[src/rtl/core/ipsr_pkg.sv]
// ----------------------------------------------------------------------------
// ipsr_pkg
// Shared types and constants of the IR probe and send retry core.
// ----------------------------------------------------------------------------
package ipsr_pkg;

    localparam int PACKET_BYTES = 3;
    localparam int BYTE_IDX_W   = $clog2(PACKET_BYTES);

    localparam logic [7:0] MARK_B   = 8'h42;
    localparam logic [7:0] BYTE_FF  = 8'hFF;

    // Input op codes
    localparam logic [2:0] OP_CHECK = 3'd0;
    localparam logic [2:0] OP_SEND  = 3'd1;
    localparam logic [2:0] OP_REPLY = 3'd2;
    localparam logic [2:0] OP_TICK  = 3'd3;
    localparam logic [2:0] OP_ABORT = 3'd4;

    // Result kinds
    localparam logic KIND_TX   = 1'b0;
    localparam logic KIND_DONE = 1'b1;

    // Configuration register indexes
    localparam int         CFG_IDX_W          = 1;
    localparam logic [0:0] CFG_RETRY_INTERVAL = 1'b0;
    localparam logic [0:0] CFG_MAX_RETRIES    = 1'b1;

    localparam logic [15:0] RETRY_INTERVAL_RST = 16'd150;
    localparam logic [3:0]  MAX_RETRIES_RST    = 4'd4;

    typedef struct packed {
        logic [2:0] op;
        logic [7:0] new_bright;
        logic [7:0] new_number;
        logic [7:0] reply_first;
        logic [7:0] reply_second;
    } ipsr_item_t;

    typedef struct packed {
        logic       kind;
        logic [7:0] tx_byte;
        logic       last;
        logic       success;
        logic       job_was_send;
        logic [7:0] stored_bright_out;
        logic [7:0] stored_number_out;
    } ipsr_result_t;

    // Work handed from the front to the back: a whole packet or a completion
    typedef struct packed {
        logic       is_packet;
        logic       ok;
        logic       job_send;
        logic [7:0] byte1;
        logic [7:0] byte2;
        logic [7:0] remote_bright;
        logic [7:0] remote_number;
    } ipsr_cmd_t;

endpackage

[src/rtl/core/ipsr_front.sv]
// ----------------------------------------------------------------------------
// ipsr_front
// Job state machine: takes one input item a cycle while accept is high and
// issues packet or completion commands.
// ----------------------------------------------------------------------------
module ipsr_front
    import ipsr_pkg::*;
(
    input  logic                 clk,
    input  logic                 rst_n,
    input  logic                 accept,
    input  ipsr_item_t           item,
    input  logic                 cfg_wr,
    input  logic [CFG_IDX_W-1:0] cfg_index,
    input  logic [15:0]          cfg_data,
    output logic                 cmd_valid,
    output ipsr_cmd_t            cmd
);

    typedef enum logic [2:0] {
        PH_IDLE  = 3'b001,
        PH_PROBE = 3'b010,
        PH_SEND  = 3'b100
    } ipsr_phase_t;

    ipsr_phase_t phase_reg, phase_next;
    logic        is_send_reg, is_send_next;
    logic [3:0]  retries_reg, retries_next;
    logic [15:0] tick_reg, tick_next;
    logic [7:0]  pend_bright_reg, pend_bright_next;
    logic [7:0]  pend_number_reg, pend_number_next;
    logic [7:0]  rem_bright_reg, rem_bright_next;
    logic [7:0]  rem_number_reg, rem_number_next;
    logic [15:0] interval_reg;
    logic [3:0]  max_retries_reg;

    logic        busy;
    logic [15:0] tick_inc;
    logic [15:0] limit;
    logic        emit_pkt;
    logic        emit_done;
    logic        done_ok;

    assign busy     = (phase_reg != PH_IDLE);
    assign tick_inc = (tick_reg == 16'hFFFF) ? tick_reg : tick_reg + 16'd1;
    assign limit    = (interval_reg == 16'd0) ? 16'd1 : interval_reg;

    always_comb
    begin
        phase_next       = phase_reg;
        is_send_next     = is_send_reg;
        retries_next     = retries_reg;
        tick_next        = tick_reg;
        pend_bright_next = pend_bright_reg;
        pend_number_next = pend_number_reg;
        rem_bright_next  = rem_bright_reg;
        rem_number_next  = rem_number_reg;
        emit_pkt         = 1'b0;
        emit_done        = 1'b0;
        done_ok          = 1'b0;
        if (accept)
        begin
            case (item.op)
                OP_CHECK, OP_SEND:
                begin
                    if (!busy)
                    begin
                        if (item.op == OP_SEND)
                        begin
                            pend_bright_next = item.new_bright;
                            pend_number_next = item.new_number;
                        end
                        is_send_next = (item.op == OP_SEND);
                        phase_next   = PH_PROBE;
                        retries_next = max_retries_reg;
                        tick_next    = 16'd0;
                        emit_pkt     = 1'b1;
                    end
                end
                OP_REPLY:
                begin
                    if (busy)
                    begin
                        rem_bright_next = item.reply_first;
                        rem_number_next = item.reply_second;
                        if (phase_reg == PH_PROBE && is_send_reg)
                        begin
                            phase_next   = PH_SEND;
                            retries_next = max_retries_reg;
                            tick_next    = 16'd0;
                            emit_pkt     = 1'b1;
                        end
                        else
                        begin
                            phase_next   = PH_IDLE;
                            retries_next = 4'd0;
                            tick_next    = 16'd0;
                            emit_done    = 1'b1;
                            done_ok      = 1'b1;
                        end
                    end
                end
                OP_TICK:
                begin
                    if (busy)
                    begin
                        tick_next = tick_inc;
                        if (tick_inc >= limit)
                        begin
                            tick_next = 16'd0;
                            if (retries_reg == 4'd0)
                            begin
                                phase_next   = PH_IDLE;
                                retries_next = 4'd0;
                                emit_done    = 1'b1;
                            end
                            else
                            begin
                                retries_next = retries_reg - 4'd1;
                                emit_pkt     = 1'b1;
                            end
                        end
                    end
                end
                OP_ABORT:
                begin
                    if (busy)
                    begin
                        phase_next   = PH_IDLE;
                        retries_next = 4'd0;
                        tick_next    = 16'd0;
                    end
                end
                default:
                begin
                end
            endcase
        end
    end

    // Probe packets carry 255,255; send packets carry the pending bytes
    assign cmd_valid         = emit_pkt | emit_done;
    assign cmd.is_packet     = emit_pkt;
    assign cmd.ok            = done_ok;
    assign cmd.job_send      = is_send_next;
    assign cmd.byte1         = (phase_next == PH_PROBE) ? BYTE_FF : pend_bright_next;
    assign cmd.byte2         = (phase_next == PH_PROBE) ? BYTE_FF : pend_number_next;
    assign cmd.remote_bright = rem_bright_next;
    assign cmd.remote_number = rem_number_next;

    always_ff @(posedge clk or negedge rst_n)
    begin
        if (!rst_n)
        begin
            phase_reg       <= PH_IDLE;
            is_send_reg     <= 1'b0;
            retries_reg     <= 4'd0;
            tick_reg        <= 16'd0;
            pend_bright_reg <= BYTE_FF;
            pend_number_reg <= BYTE_FF;
            rem_bright_reg  <= BYTE_FF;
            rem_number_reg  <= BYTE_FF;
            interval_reg    <= RETRY_INTERVAL_RST;
            max_retries_reg <= MAX_RETRIES_RST;
        end
        else
        begin
            phase_reg       <= phase_next;
            is_send_reg     <= is_send_next;
            retries_reg     <= retries_next;
            tick_reg        <= tick_next;
            pend_bright_reg <= pend_bright_next;
            pend_number_reg <= pend_number_next;
            rem_bright_reg  <= rem_bright_next;
            rem_number_reg  <= rem_number_next;
            if (cfg_wr)
            begin
                case (cfg_index)
                    CFG_RETRY_INTERVAL: interval_reg    <= cfg_data;
                    CFG_MAX_RETRIES:    max_retries_reg <= cfg_data[3:0];
                    default:
                    begin
                    end
                endcase
            end
        end
    end

endmodule

[src/rtl/core/ipsr_queue.sv]
// ----------------------------------------------------------------------------
// ipsr_queue
// Short command queue between the front and the back.
// ----------------------------------------------------------------------------
module ipsr_queue
    import ipsr_pkg::*;
#(
    parameter int DEPTH = 2
)
(
    input  logic      clk,
    input  logic      rst_n,
    input  logic      wr,
    input  ipsr_cmd_t wr_data,
    input  logic      rd,
    output logic      not_empty,
    output logic      is_full,
    output ipsr_cmd_t rd_data
);

    localparam int PW = (DEPTH > 1) ? $clog2(DEPTH) : 1;
    localparam int CW = $clog2(DEPTH + 1);

    ipsr_cmd_t         mem_reg [DEPTH];
    logic [PW-1:0]     wr_ptr_reg, wr_ptr_next;
    logic [PW-1:0]     rd_ptr_reg, rd_ptr_next;
    logic [CW-1:0]     count_reg, count_next;
    logic              do_wr;
    logic              do_rd;

    assign not_empty = (count_reg != '0);
    assign is_full   = (count_reg == CW'(DEPTH));
    assign rd_data   = mem_reg[rd_ptr_reg];
    assign do_wr     = wr & ~is_full;
    assign do_rd     = rd & not_empty;

    always_comb
    begin
        wr_ptr_next = wr_ptr_reg;
        rd_ptr_next = rd_ptr_reg;
        count_next  = count_reg;
        if (do_wr)
        begin
            wr_ptr_next = (wr_ptr_reg == PW'(DEPTH - 1)) ? '0 : wr_ptr_reg + PW'(1);
        end
        if (do_rd)
        begin
            rd_ptr_next = (rd_ptr_reg == PW'(DEPTH - 1)) ? '0 : rd_ptr_reg + PW'(1);
        end
        if (do_wr && !do_rd)
        begin
            count_next = count_reg + CW'(1);
        end
        else if (do_rd && !do_wr)
        begin
            count_next = count_reg - CW'(1);
        end
    end

    always_ff @(posedge clk)
    begin
        if (do_wr)
        begin
            mem_reg[wr_ptr_reg] <= wr_data;
        end
    end

    always_ff @(posedge clk or negedge rst_n)
    begin
        if (!rst_n)
        begin
            wr_ptr_reg <= '0;
            rd_ptr_reg <= '0;
            count_reg  <= '0;
        end
        else
        begin
            wr_ptr_reg <= wr_ptr_next;
            rd_ptr_reg <= rd_ptr_next;
            count_reg  <= count_next;
        end
    end

endmodule

[src/rtl/core/ipsr_back.sv]
// ----------------------------------------------------------------------------
// ipsr_back
// Result serializer: expands one command into its result items, one per pop.
// ----------------------------------------------------------------------------
module ipsr_back
    import ipsr_pkg::*;
(
    input  logic         clk,
    input  logic         rst_n,
    input  logic         cmd_avail,
    input  ipsr_cmd_t    cmd,
    output logic         cmd_take,
    output logic         empty,
    input  logic         pop,
    output ipsr_result_t result
);

    ipsr_cmd_t             cur_reg;
    logic                  busy_reg, busy_next;
    logic [BYTE_IDX_W-1:0] idx_reg, idx_next;
    logic                  cur_last;
    logic                  xfer;

    assign cur_last = ~cur_reg.is_packet | (idx_reg == BYTE_IDX_W'(PACKET_BYTES - 1));
    assign xfer     = pop & busy_reg;
    assign empty    = ~busy_reg;
    // Load the next command when the slot is free or its final result leaves
    assign cmd_take = cmd_avail & (~busy_reg | (xfer & cur_last));

    always_comb
    begin
        busy_next = busy_reg;
        idx_next  = idx_reg;
        if (cmd_take)
        begin
            busy_next = 1'b1;
            idx_next  = '0;
        end
        else if (xfer)
        begin
            if (cur_last)
            begin
                busy_next = 1'b0;
            end
            else
            begin
                idx_next = idx_reg + BYTE_IDX_W'(1);
            end
        end
    end

    always_comb
    begin
        result.kind              = cur_reg.is_packet ? KIND_TX : KIND_DONE;
        result.last              = cur_last;
        result.success           = cur_reg.ok;
        result.job_was_send      = cur_reg.job_send;
        result.stored_bright_out = cur_reg.remote_bright;
        result.stored_number_out = cur_reg.remote_number;
        result.tx_byte           = 8'd0;
        if (cur_reg.is_packet)
        begin
            case (idx_reg)
                BYTE_IDX_W'(0): result.tx_byte = MARK_B;
                BYTE_IDX_W'(1): result.tx_byte = cur_reg.byte1;
                default:        result.tx_byte = cur_reg.byte2;
            endcase
        end
    end

    always_ff @(posedge clk)
    begin
        if (cmd_take)
        begin
            cur_reg <= cmd;
        end
    end

    always_ff @(posedge clk or negedge rst_n)
    begin
        if (!rst_n)
        begin
            busy_reg <= 1'b0;
            idx_reg  <= '0;
        end
        else
        begin
            busy_reg <= busy_next;
            idx_reg  <= idx_next;
        end
    end

endmodule

[src/rtl/core/ir_probe_and_send_retry_core.sv]
// ----------------------------------------------------------------------------
// ir_probe_and_send_retry_core
// Request and retry engine for an IR link: probe, send and timeout handling.
// ----------------------------------------------------------------------------
// Path: an item is classified by the front, held in the command queue and
//   then loaded into the result register of the back; a busy back holds it.
// Throughput: one item per cycle into the front while the queue is not full;
//   a packet drains at one byte per pop, set by the single result register of the back.
// Reset: rst_n clears job state, queue pointers and the busy flag of the back
//   at once; registers return to interval 150 and 4 retries.
// ----------------------------------------------------------------------------
module ir_probe_and_send_retry_core
    import ipsr_pkg::*;
#(
    parameter int QUEUE_DEPTH = 2
)
(
    input  logic                 clk,
    input  logic                 rst_n,
    // input queue side
    input  logic                 push,
    output logic                 full,
    input  ipsr_item_t           item,
    // result queue side
    output logic                 empty,
    input  logic                 pop,
    output ipsr_result_t         result,
    // configuration write channel
    input  logic                 cfg_valid,
    output logic                 cfg_ready,
    input  logic [CFG_IDX_W-1:0] cfg_index,
    input  logic [15:0]          cfg_data
);

    logic      accept;
    logic      cfg_wr;
    logic      cmd_valid;
    ipsr_cmd_t cmd;
    logic      q_not_empty;
    logic      q_full;
    ipsr_cmd_t q_data;
    logic      q_take;

    // Registers take a write in any cycle; a new interval applies at once,
    // a new retry count from the next phase start.
    assign cfg_ready = 1'b1;
    assign cfg_wr    = cfg_valid & cfg_ready;

    // Hold off input whenever the command queue cannot take a command.
    // Items that produce nothing still wait, which keeps order trivially.
    assign full   = q_full;
    assign accept = push & ~q_full;

    // Front: update job state and classify each item in its accept cycle.
    ipsr_front u_front
    (
        .clk       (clk),
        .rst_n     (rst_n),
        .accept    (accept),
        .item      (item),
        .cfg_wr    (cfg_wr),
        .cfg_index (cfg_index),
        .cfg_data  (cfg_data),
        .cmd_valid (cmd_valid),
        .cmd       (cmd)
    );

    // Queue: decouple job handling from a stalled result consumer.
    ipsr_queue #(
        .DEPTH (QUEUE_DEPTH)
    ) u_queue
    (
        .clk       (clk),
        .rst_n     (rst_n),
        .wr        (cmd_valid),
        .wr_data   (cmd),
        .rd        (q_take),
        .not_empty (q_not_empty),
        .is_full   (q_full),
        .rd_data   (q_data)
    );

    // Back: expand each command into its result transfers.
    ipsr_back u_back
    (
        .clk       (clk),
        .rst_n     (rst_n),
        .cmd_avail (q_not_empty),
        .cmd       (q_data),
        .cmd_take  (q_take),
        .empty     (empty),
        .pop       (pop),
        .result    (result)
    );

    // A packet that is not finished keeps the result side non-empty.
    a_packet_continues: assert property (@(posedge clk) disable iff (!rst_n)
        (pop && !empty && !result.last) |=> !empty)
        else $error("result stream broke inside a packet");

    // A byte that is not last is followed by another transmit byte.
    a_packet_kind: assert property (@(posedge clk) disable iff (!rst_n)
        (pop && !empty && !result.last) |=> (result.kind == KIND_TX))
        else $error("packet interrupted by a completion report");

    // Completion reports are always single and final.
    a_done_last: assert property (@(posedge clk) disable iff (!rst_n)
        (!empty && result.kind == KIND_DONE) |-> (result.last && result.tx_byte == 8'd0))
        else $error("completion report malformed");

endmodule
[config.mk]
export PLATFORM = sky130hd
export DESIGN_NAME = ir_probe_and_send_retry_core
export DESIGN_NICKNAME = d
export VERILOG_FILES = /design/src/rtl/core/ipsr_pkg.sv /design/src/rtl/core/ipsr_front.sv /design/src/rtl/core/ipsr_queue.sv /design/src/rtl/core/ipsr_back.sv /design/src/rtl/core/ir_probe_and_send_retry_core.sv
export SDC_FILE = /design/constraint.sdc
export NUM_CORES = 1
export LEC_CHECK = 0
export BUFFER_PORTS_ARGS = -buffer_cell sky130_fd_sc_hd__buf_2
export CORE_ASPECT_RATIO = 1.2
export CORE_UTILIZATION = 40
export CTS_BUF_LIST = sky130_fd_sc_hd__clkbuf_2 sky130_fd_sc_hd__clkbuf_4 sky130_fd_sc_hd__clkbuf_8
export DETAILED_ROUTE_END_ITERATION = 7
export GPL_ROUTABILITY_DRIVEN = 0
export GPL_TIMING_DRIVEN = 0
export MAX_ROUTING_LAYER = met4
export SLEW_MARGIN = 20
export SYNTH_ARGS = -nofsm -noshare
export SYNTH_HDL_FRONTEND = slang
export SYNTH_SLANG_ARGS = --single-unit
[constraint.sdc]
create_clock -name clk -period 10.1 [get_ports clk]
set_input_delay 1.515 -clock clk [delete_from_list [all_inputs] [get_ports clk]]
set_output_delay 1.515 -clock clk [all_outputs]
set_load 0.02 [all_outputs]
After elaboration in Yosys (flattened, before gate mapping)
Memories as Yosys holds them, arrays and structs flattened. A register that Yosys moved wholly into a read port is not among the register bits. Index checks and enable logic that the tools add are counted.

Register bits after elaboration: 83. Output and inout port bits: 31. Word-level logic and storage cells: 153. Bits in writable memories: 70. Memories: 1. Bits of input ports: 57.

Memory list: u_queue.mem_reg (words 2, bits a word 35, rd ports 1, clocked after memory_dff 1, write ports 1, RTL line ipsr_queue.sv:24) `ipsr_cmd_t mem_reg [DEPTH];`.

Add/sub/neg operators: 7. Multiplexer cells: 75. Equal/unequal tests: 18. Reductions and logical operators: 23. Magnitude comparators: 1. Bitwise gates (word level): 13.

Operator list (count): $mux 8 (17); $mux 16 (6); $pmux 16 s3 (1); $mux 4 (7); $mux 1 (26); $mux 3 (8); $add 16x1->16 const B (1); $eq 16x16->1 const B (1); $ge 16x16->1 (1); $logic_not 16->1 (1); $pmux 4 s4 (1); $pmux 8 s2 (1); $eq 3x2->1 const B (4); $ne 2x1->1 const B (6); $pmux 3 s4 (1); $mux 2 (5); $reduce_and 2->1 (4); $reduce_bool 2->1 (4); $reduce_and 7->1 (1); $and 1x1->1 (6); $reduce_and 5->1 (1); $add 2x1->2 const B (2); $eq 2x2->1 const B (2); $logic_not 4->1 (1); other kinds (19) (29).

Longest topological paths before layout
Gate-level depths: netlist of the first run.

Word-level depth: 13. Gate-level depth with buffers: 18. Mapped depth without buffers: 17.

By module
From an unflattened synthesis of the first run, not the netlist that was laid out.

Cell total of the unflattened synthesis: 661. Area, all modules: 8808.4 sq um.

By module, submodules not included: ipsr_front (times used 1, cells each 431, seq. area each 1949.4 sq um, area an instance 4352.9 sq um); ipsr_queue (times used 1, cells each 128, seq. area each 2202.1 sq um, area an instance 2876.5 sq um); ipsr_back (times used 1, cells each 99, seq. area each 1126.1 sq um, area an instance 1554.0 sq um); ir_probe_and_send_retry_core (times used 1, cells each 3, seq. area each 0.0 sq um, area an instance 25.0 sq um).

Least setup slack after synthesis of the first run
No wires, ideal clock.

Kind: reg2reg. From: register u_front.tick_reg[0]. To: memory u_queue.mem_reg[1][0] (netlist bit) (enable). Buffers on the path: 2. Arrival: 4.146 ns. Library setup time: 0.431 ns. Clock period less this slack: 4.577 ns. Path slack: 5.523 ns. Required time: 9.669 ns. Cell stages (with the launch flop): 15. Path through: dfrtp_1 ha_1 and3_1 clkbuf_1 nand3b_2 buf_2 nand3_1 xnor2_1 ha_1 nand4_1 nor4_1 o21ai_1 nand4_1 a21boi_1 nor2b_1.

Longest elaborated chain between the ends: 11. Elaborated cells between the ends (all ways): 16. Classes of those cells: 1 x add/sub; 1 x order compare; 1 x eq/ne; 11 x mux; 2 x bitwise.

RTL lines: start: declaration (RTL line ipsr_front.sv:29) `logic [15:0] tick_reg, tick_next;`; start signal: assignment (RTL line ipsr_front.sv:171) `tick_reg <= tick_next;`; $add 16x1->16 or $eq 16x16->1 (tied branches) (RTL line ipsr_front.sv:45) `assign tick_inc = (tick_reg == 16'hFFFF) ? tick_reg : tick_reg + 16'd1;`; $mux 16 (*) (RTL line ipsr_front.sv:45); $ge 16x16->1 (*) (RTL line ipsr_front.sv:108) `if (tick_inc >= limit)`; $mux 1 (RTL line ipsr_front.sv:108); $mux 1 (RTL line ipsr_front.sv:105) `if (busy)`; $pmux 1 s3 or $pmux 1 s2 (tied branches) (RTL line ipsr_front.sv:63) `case (item.op)`; $mux 1 (RTL line ipsr_front.sv:61) `if (accept)`; $or 1x1->1 (*) (RTL line ipsr_front.sv:142) `assign cmd_valid = emit_pkt | emit_done;`; $and 1x1->1 (*) (RTL line ipsr_queue.sv:34) `assign do_wr = wr & ~is_full;`; $mux 1 (*) (RTL line ipsr_queue.sv:62) `if (do_wr)`; $mux 1 (implied by the code) (*) (RTL line ipsr_queue.sv:64) `mem_reg[wr_ptr_reg] <= wr_data;`; end: declaration (RTL line ipsr_queue.sv:24).

Every way passes the cells marked *; elsewhere a longest branch is shown, timed or not.

==> impl_metrics.ini, run 1 <==
[placed_design]
placed_cell_area_mm2 = 0.00934
dpl.hpwl_mm = 11.9
post-place-ws_ps = 5480
port_buffers = 85
dpl.cell_count = 989

[sta]
rsz0062_at_grt = false
fin_ws_ps = 5530
setup_tns_ps = 0
hold_viol_final = 0
maxSlewViolCount = 0
relSlewSlack_pct = 52.0
tightest_slew_ps = 717
fin_crit_ps = 4570
max_freq_mhz = 219
skew_ps = 16.0
finalCritPeriodShare_pct = 45.2
finalSetupViolCount = 0

[floorplan]
core_mm2 = 0.0205
start_util_pct = 41.3
die_height_um = 161
rows = 57
die_area_mm2 = 0.0217
die_x_um = 135
io_pins = 88

[synthesis]
yosysMostFrequentCell = edfxtp_1
netlist_area_mm2 = 0.00846
yosysTopAreaCell = edfxtp_1
synth_nets = 715
syn_inst = 635
yosysWarnings = 0
synthFlopType = edfxtp_1
ys_ff_latch = 188
synth.top_cell.area_share_pct = 37.3
yosysUniqueCellTypes = 62
async_flop_share_pct = 44.1
synth_commonest_cells = edfxtp_1, mux2_2, dfrtp_1, nand2_1, dfstp_2
ys_seq_area_share_pct = 62.4
synth-edff-count = 105
postSynthAreaPerCell_um2 = 13.3
netlist_top_cells_area = edfxtp_1, dfrtp_1, dfstp_2

[clocking]
clockBufferDepth = 2
cts_resized = 0
root_buffer = clkbuf_8
clk_pin_slew_ps = 110
cts_num_sinks = 188
post-cts-setup-buffer-count = 0
cts_tree = done
cts_buffers = 17
hold_buffers = 0
htree_levels = 4
insertion_delay_ps = 460

[critical_path]
cp_max_fo = 10
r2r-end = u_queue.mem_reg[1][20]$_DFFE_PP_
arrival_ps = 4770
critical_path_required_ps = 10300
reg2regPathDepth = 15
r2r_start = u_front.tick_reg[0]$_DFFE_PN0P_
r2r_slack_ps = 5530
start_kind = register
setup.worst_path.class = register to register
endpoint_kind = register

[power_and_ir_drop]
powerDensity_mw_per_mm2 = 247
p_leak_nw = 3.94
seq_power_share_pct = 49.0
switching_share_pct = 31.9
switching_power_w = 0.000766
pwr-share-comb_pct = 30.6
p_clk_share_pct = 20.3
peakVddDrop_uv = 122
cell_internal_pwr_w = 0.00164

[routing]
drt_iter0_drc = 269
firstDrtPassIters = 4
remaining_drc_errors = 0
ant_nets = 0
viasPerCell = 5.15
wirelength_mm = 16.7
post_drt_wl_per_cell_um = 16.4
vias = 5259

[global_routing]
grt_pass1_wl_mm = 27.6
grt_pass1_vias = 5460
use_met3_pct = 3.17
antenna_found_initial = 0
met1_usage_pct = 20.0
busiest_layer = met2
use_met2_pct = 29.4
grt_usage_pct = 17.2
grt_max_degree = 49
grt.overflow.total = 0

[layout]
drive_gt1_share_pct = 36.6
fin_area_mm2 = 0.00972
nets = 823
nFillCells = 1812
antenna_cells = 0
areaGrowthSynthToFinish_pct = 14.9
fin_cells = 1021
largest_reg_flops = 70

[worst_hold_path]
min_path_cells = 1
min_path_type = register to register
min_to = u_queue.count_reg[1]$_DFFE_PN0P_
min_from = u_queue.count_reg[1]$_DFFE_PN0P_

[run]
cap_violations = 0

[outcome]
status = finished clean
==> final cells by class <==
type                       count  area (um^2)  area share, %
buffer                        40          253           2.60
clock buffer                  17          234           2.41
clock inverter                15          151           1.56
inverter                      33          124           1.27
multi-input combinational    374         2820           29.0
sequential                   188         5280           54.3
tap                          265          332           3.41
timing repair buffer          89          531           5.46
==> through the flow <==
| step | util [%] | power [W] | hold WS [ps] |
|---|---|---|---|
| 6_report | 47.5 | 0.00240 | 521 |
| 3_5_place_dp | 45.6 | 0.00194 | 506 |
| 5_1_grt | 47.5 | 0.00255 | 544 |
| 3_3_place_gp | 45.0 | 0.00190 | 479 |
| 4_1_cts | 47.5 | 0.00244 | 523 |
| 2_1_floorplan | - | 0.00171 | 461 |
==> cells in the final DEF (no fill, tap or decap), drive strengths merged, types with 25 or more instances in the layout <==
cell    synthesis  layout
nand2          43      43
dfrtp          45      45
inv            33      41
nor2           32      32
dfstp          38      38
mux2           75      75
clkbuf          8      25
buf            32     121
edfxtp        105     105
o21ai          34      34
==> worst max-delay path, stage by stage (launching register included) <==
cell	delay, ps
dfrtp_1	480
ha_1	250
and3_1	160
clkbuf_1	290
nand3b_2	210
buf_2	240
nand3_1	180
xnor2_1	110
ha_1	310
nand4_1	140
nor4_1	380
o21ai_1	220
and3_1	250
o211ai_1	600
buf_2	360
o21bai_1	110
==> kinds of logic (layout without fill, tap and decap cells) <==
kind of cell / count (synthesis) / count (layout) / synth area share [%]
AO/OA/AOI/OAI: 118 / 118 / 9.02
XOR/XNOR: 13 / 13 / 1.35
adder cells (fa/ha/maj): 23 / 23 / 3.40
buffers and inverters: 73 / 194 / 4.45
flip-flops: 188 / 188 / 62.4
multiplexers: 77 / 77 / 10.6
other: 1 / 1 / 0.0443
AND/OR/NAND/NOR: 142 / 142 / 8.71
==> worst max-delay path by stage <==
stage | startpoint | end | slack, ps | cells after the start
floorplan | u_front.tick_reg[0]$_DFFE_PN0P_ | u_queue.mem_reg[1][0]$_DFFE_PP_ | 5520 | 14
global placement | u_front.tick_reg[0]$_DFFE_PN0P_ | u_queue.mem_reg[1][4]$_DFFE_PP_ | 3720 | 14
detailed placement | u_front.tick_reg[0]$_DFFE_PN0P_ | u_queue.mem_reg[1][20]$_DFFE_PP_ | 5480 | 15
CTS | u_front.tick_reg[0]$_DFFE_PN0P_ | u_queue.mem_reg[1][20]$_DFFE_PP_ | 5450 | 15
global route | u_front.tick_reg[0]$_DFFE_PN0P_ | u_queue.count_reg[1]$_DFFE_PN0P_ | 5160 | 18
finish | u_front.tick_reg[0]$_DFFE_PN0P_ | u_queue.mem_reg[1][20]$_DFFE_PP_ | 5530 | 15
==> power groups by stage <==
stage                     logic [W]  clock network (W)  registers, W
final                      0.000736           0.000489       0.00118
after global routing       0.000819           0.000537       0.00120
after CTS                  0.000751           0.000505       0.00118
after detailed placement   0.000747                  0       0.00120
after global placement     0.000706                  0       0.00119
after floorplan            0.000535                  0       0.00117
==> layer usage <==
layer / up-vias / share of wire [%]
met3: 22 / 3.7
met2: 142 / 52
met5: - / 0
met4: 0 / 1.7
li1: 2508 / -
met1: 2587 / 43
Note: power is estimated with default switching activity, not from simulation.
==> run 2: changes to the inputs <==
--- a/config.mk
+++ b/config.mk
@@ -5,6 +5,7 @@
 export SDC_FILE = /design/constraint.sdc
 export NUM_CORES = 1
 export LEC_CHECK = 0
+export ABC_AREA = 1
 export BUFFER_PORTS_ARGS = -buffer_cell sky130_fd_sc_hd__buf_2
 export CORE_ASPECT_RATIO = 1.2
 export CORE_UTILIZATION = 40
==> constraint.sdc (replaced) <==
create_clock -name clk -period 4.59 [get_ports clk]
set_input_delay 0.6885 -clock clk [delete_from_list [all_inputs] [get_ports clk]]
set_output_delay 0.6885 -clock clk [all_outputs]
set_load 0.02 [all_outputs]
==> run 2 against run 1 <==
Compared with the run above:
- maximum frequency up 11%
- cell count up 23%
- sequential share of layout area down 0.12 points
- sequential power up 120%
- critical endpoint is now u_queue.count_reg[1]$_DFFE_PN0P_
- first-iteration DRC count down 13%
- global-route usage down 1.1 points
- hold slack worse by 370 ps
- non-clock buffer count up 1
==> impl_metrics.ini, run 2 <==
[routing]
viasPerCell = 4.52
wirelength_mm = 15.8
highest_layer = met4
met1_length_mm = 6.93
firstDrtPassIters = 4
ant_nets = 0
post_drt_wl_per_cell_um = 12.6
wl_met3_um = 555
remaining_drc_errors = 0
vias = 5693
wl_met2_mm = 8.18
drt_iter0_drc = 235

[synthesis]
yosysWarnings = 0
async_flop_share_pct = 44.1
synthFlopType = edfxtp_1
ys_seq_area_share_pct = 62.1
syn_inst = 866
synth-edff-count = 105
yosysUniqueCellTypes = 42
synth.top_cell.area_share_pct = 37.1
netlist_top_cells_area = edfxtp_1, dfrtp_1, nand2_1
yosysMostFrequentCell = nand2_1
synth_commonest_cells = nand2_1, inv_1, edfxtp_1, dfrtp_1, o21ai_0
postSynthAreaPerCell_um2 = 9.81
yosysTopAreaCell = edfxtp_1
netlist_area_mm2 = 0.00849
ys_ff_latch = 188
synth_nets = 946

[sta]
holdWs_ps = 156
skew_ps = 14.5
max_freq_mhz = 243
relSlewSlack_pct = 59.4
fin_ws_ps = 474
hold_viol_final = 0
fin_crit_ps = 4120
tightest_slew_ps = 608
maxSlewViolCount = 0
finalCritPeriodShare_pct = 89.7
finalSetupViolCount = 0

[outcome]
status = finished clean

[clocking]
root_buffer = clkbuf_8
htree_levels = 4
cts_tree = done
insertion_delay_ps = 450
hold_buffers = 0
clockBufferDepth = 2
cts_buffers = 17
clk_pin_slew_ps = 100
cts_num_sinks = 188

[layout]
antenna_cells = 0
drive_gt1_share_pct = 21.0
final_cell_mix = nand2_1, inv_1, edfxtp_1
nets = 1056
fin_area_mm2 = 0.00974
final_common_cell = nand2_1
areaGrowthSynthToFinish_pct = 14.7
nFillCells = 2001
largest_reg_flops = 70

[run]
cap_violations = 0

[critical_path]
critical_path_required_ps = 4930
reg2regPathDepth = 21
cp_top_family = simple AND/OR/NAND/NOR gates
setup.worst_path.class = register to register
start_kind = register
endpoint_kind = register
max_stage_delay_ps = 390
cp_slowest_cell = dfrtp_1
crit_start = u_front.tick_reg[5]$_DFFE_PN0P_
r2r-end = u_queue.count_reg[1]$_DFFE_PN0P_
path_cells = inv_1 > nor3_1 > nand2_1 > nor2_1 > nand4_1 > nand2_1 > xor2_1 > inv_1 > ha_1 > a21oi_1 > o21ai_0 > a21oi_2 > nand2_1 > nand2_1 > nand2_1 > nand2_1 > nand3_1 > ha_1 > a21oi_1 > o21ai_0 > xor2_1
timing.critical_path.buf_inv = 2
cp_max_fo = 6
arrival_ps = 4450
r2r_slack_ps = 470
r2r_start = u_front.tick_reg[5]$_DFFE_PN0P_
crit_path_end = u_queue.count_reg[1]$_DFFE_PN0P_
path_depth = 21
worst_path_most_repeated_cell = nand2_1

[placed_design]
post-place-ws_ps = 411
port_buffers = 86
placed_cell_area_mm2 = 0.00938
dpl.hpwl_mm = 11.7

[global_routing]
grt_pass1_wl_mm = 26.3
antenna_found_initial = 0
grt_max_degree = 57
grt.overflow.total = 0
grt_pass1_vias = 5469
grt_usage_pct = 16.1

[power_and_ir_drop]
powerDensity_mw_per_mm2 = 529
peakVddDrop_uv = 332
power.total_w = 0.00516
p_leak_nw = 4.56

[floorplan]
io_pins = 88
die_area_mm2 = 0.0218
start_util_pct = 40.6
core_mm2 = 0.0209
die_height_um = 162
rows = 58
die_x_um = 135

[worst_hold_path]
min_path_type = primary input to async pin
[run 2: cell count changes after synthesis, sizes merged, moves of 11 or more]
cell	delta
a21oi	+13
inv	+91
mux2	-75
nand2	+249
o21ai	+11
o21bai	-16
o22ai	+11
[run 2: cells by family after synthesis]
logic type | after synthesis | synth area share, %
AOI/OAI and AO/OA | 101 | 6.59
other | 1 | 0.0442
and+or+nand+nor | 376 | 18.2
xor gates and xnor gates | 11 | 1.13
buffers and inverters | 166 | 8.49
DFF | 188 | 62.1
adders and majority gates | 23 | 3.39
[run 2: repair_timing]
| item | in CTS | in global routing |
|---|---|---|
| resized for setup | 0 | 2 |
| setup endpoints to repair | 0 | 22 |
| setup buffers | 0 | 1 |
[run 2: final cells by class]
type / instances / area [um^2] / area share, %
clock buffer: 18 / 241 / 2.48
buffer: 39 / 244 / 2.50
inverter: 127 / 479 / 4.92
clock inverter: 14 / 110 / 1.13
sequential: 188 / 5280 / 54.2
timing repair buffer: 91 / 551 / 5.65
tap: 270 / 338 / 3.47
multi-input combinational: 512 / 2500 / 25.7
[run 2: worst min-delay path by stage]
stage | start | endpoint | slack (ps) | cells past startpoint
after global placement | u_front.retries_reg[0]$_DFFE_PN0P_ | u_front.retries_reg[0]$_DFFE_PN0P_ | 470 | 2
after global routing | rst_n | u_back.idx_reg[1]$_DFFE_PN0P_ | 140 | 1
after detailed placement | u_front.retries_reg[0]$_DFFE_PN0P_ | u_front.retries_reg[0]$_DFFE_PN0P_ | 480 | 2
final | rst_n | u_back.idx_reg[1]$_DFFE_PN0P_ | 160 | 1
after floorplan | rst_n | u_back.busy_reg$_DFFE_PN0P_ | 390 | 0
after CTS | rst_n | u_back.idx_reg[1]$_DFFE_PN0P_ | 140 | 1
[run 2: layer usage]
layer / GRT usage (%) / up-vias
met5: - / -
li1: - / 2991
met2: 27.5 / 99
met3: 3.42 / 12
met4: 4.85 / 0
met1: 18.9 / 2591
[run 2: per-stage QoR]
stage	instances	setup TNS, ps	util (%)
after global placement	1222	-11530	44.3
after global routing	1259	-207	46.6
after detailed placement	1226	0	44.9
after CTS	1258	0	46.6
final	1259	0	46.6
after floorplan	866	0	-
[run 2: power by group]
group / internal (W) / total, W / switching [W]
logic: 0.000578 / 0.00162 / 0.00104
clock network: 0.000394 / 0.000992 / 0.000599
registers: 0.00241 / 0.00254 / 0.000130
total: 0.00338 / 0.00516 / 0.00177
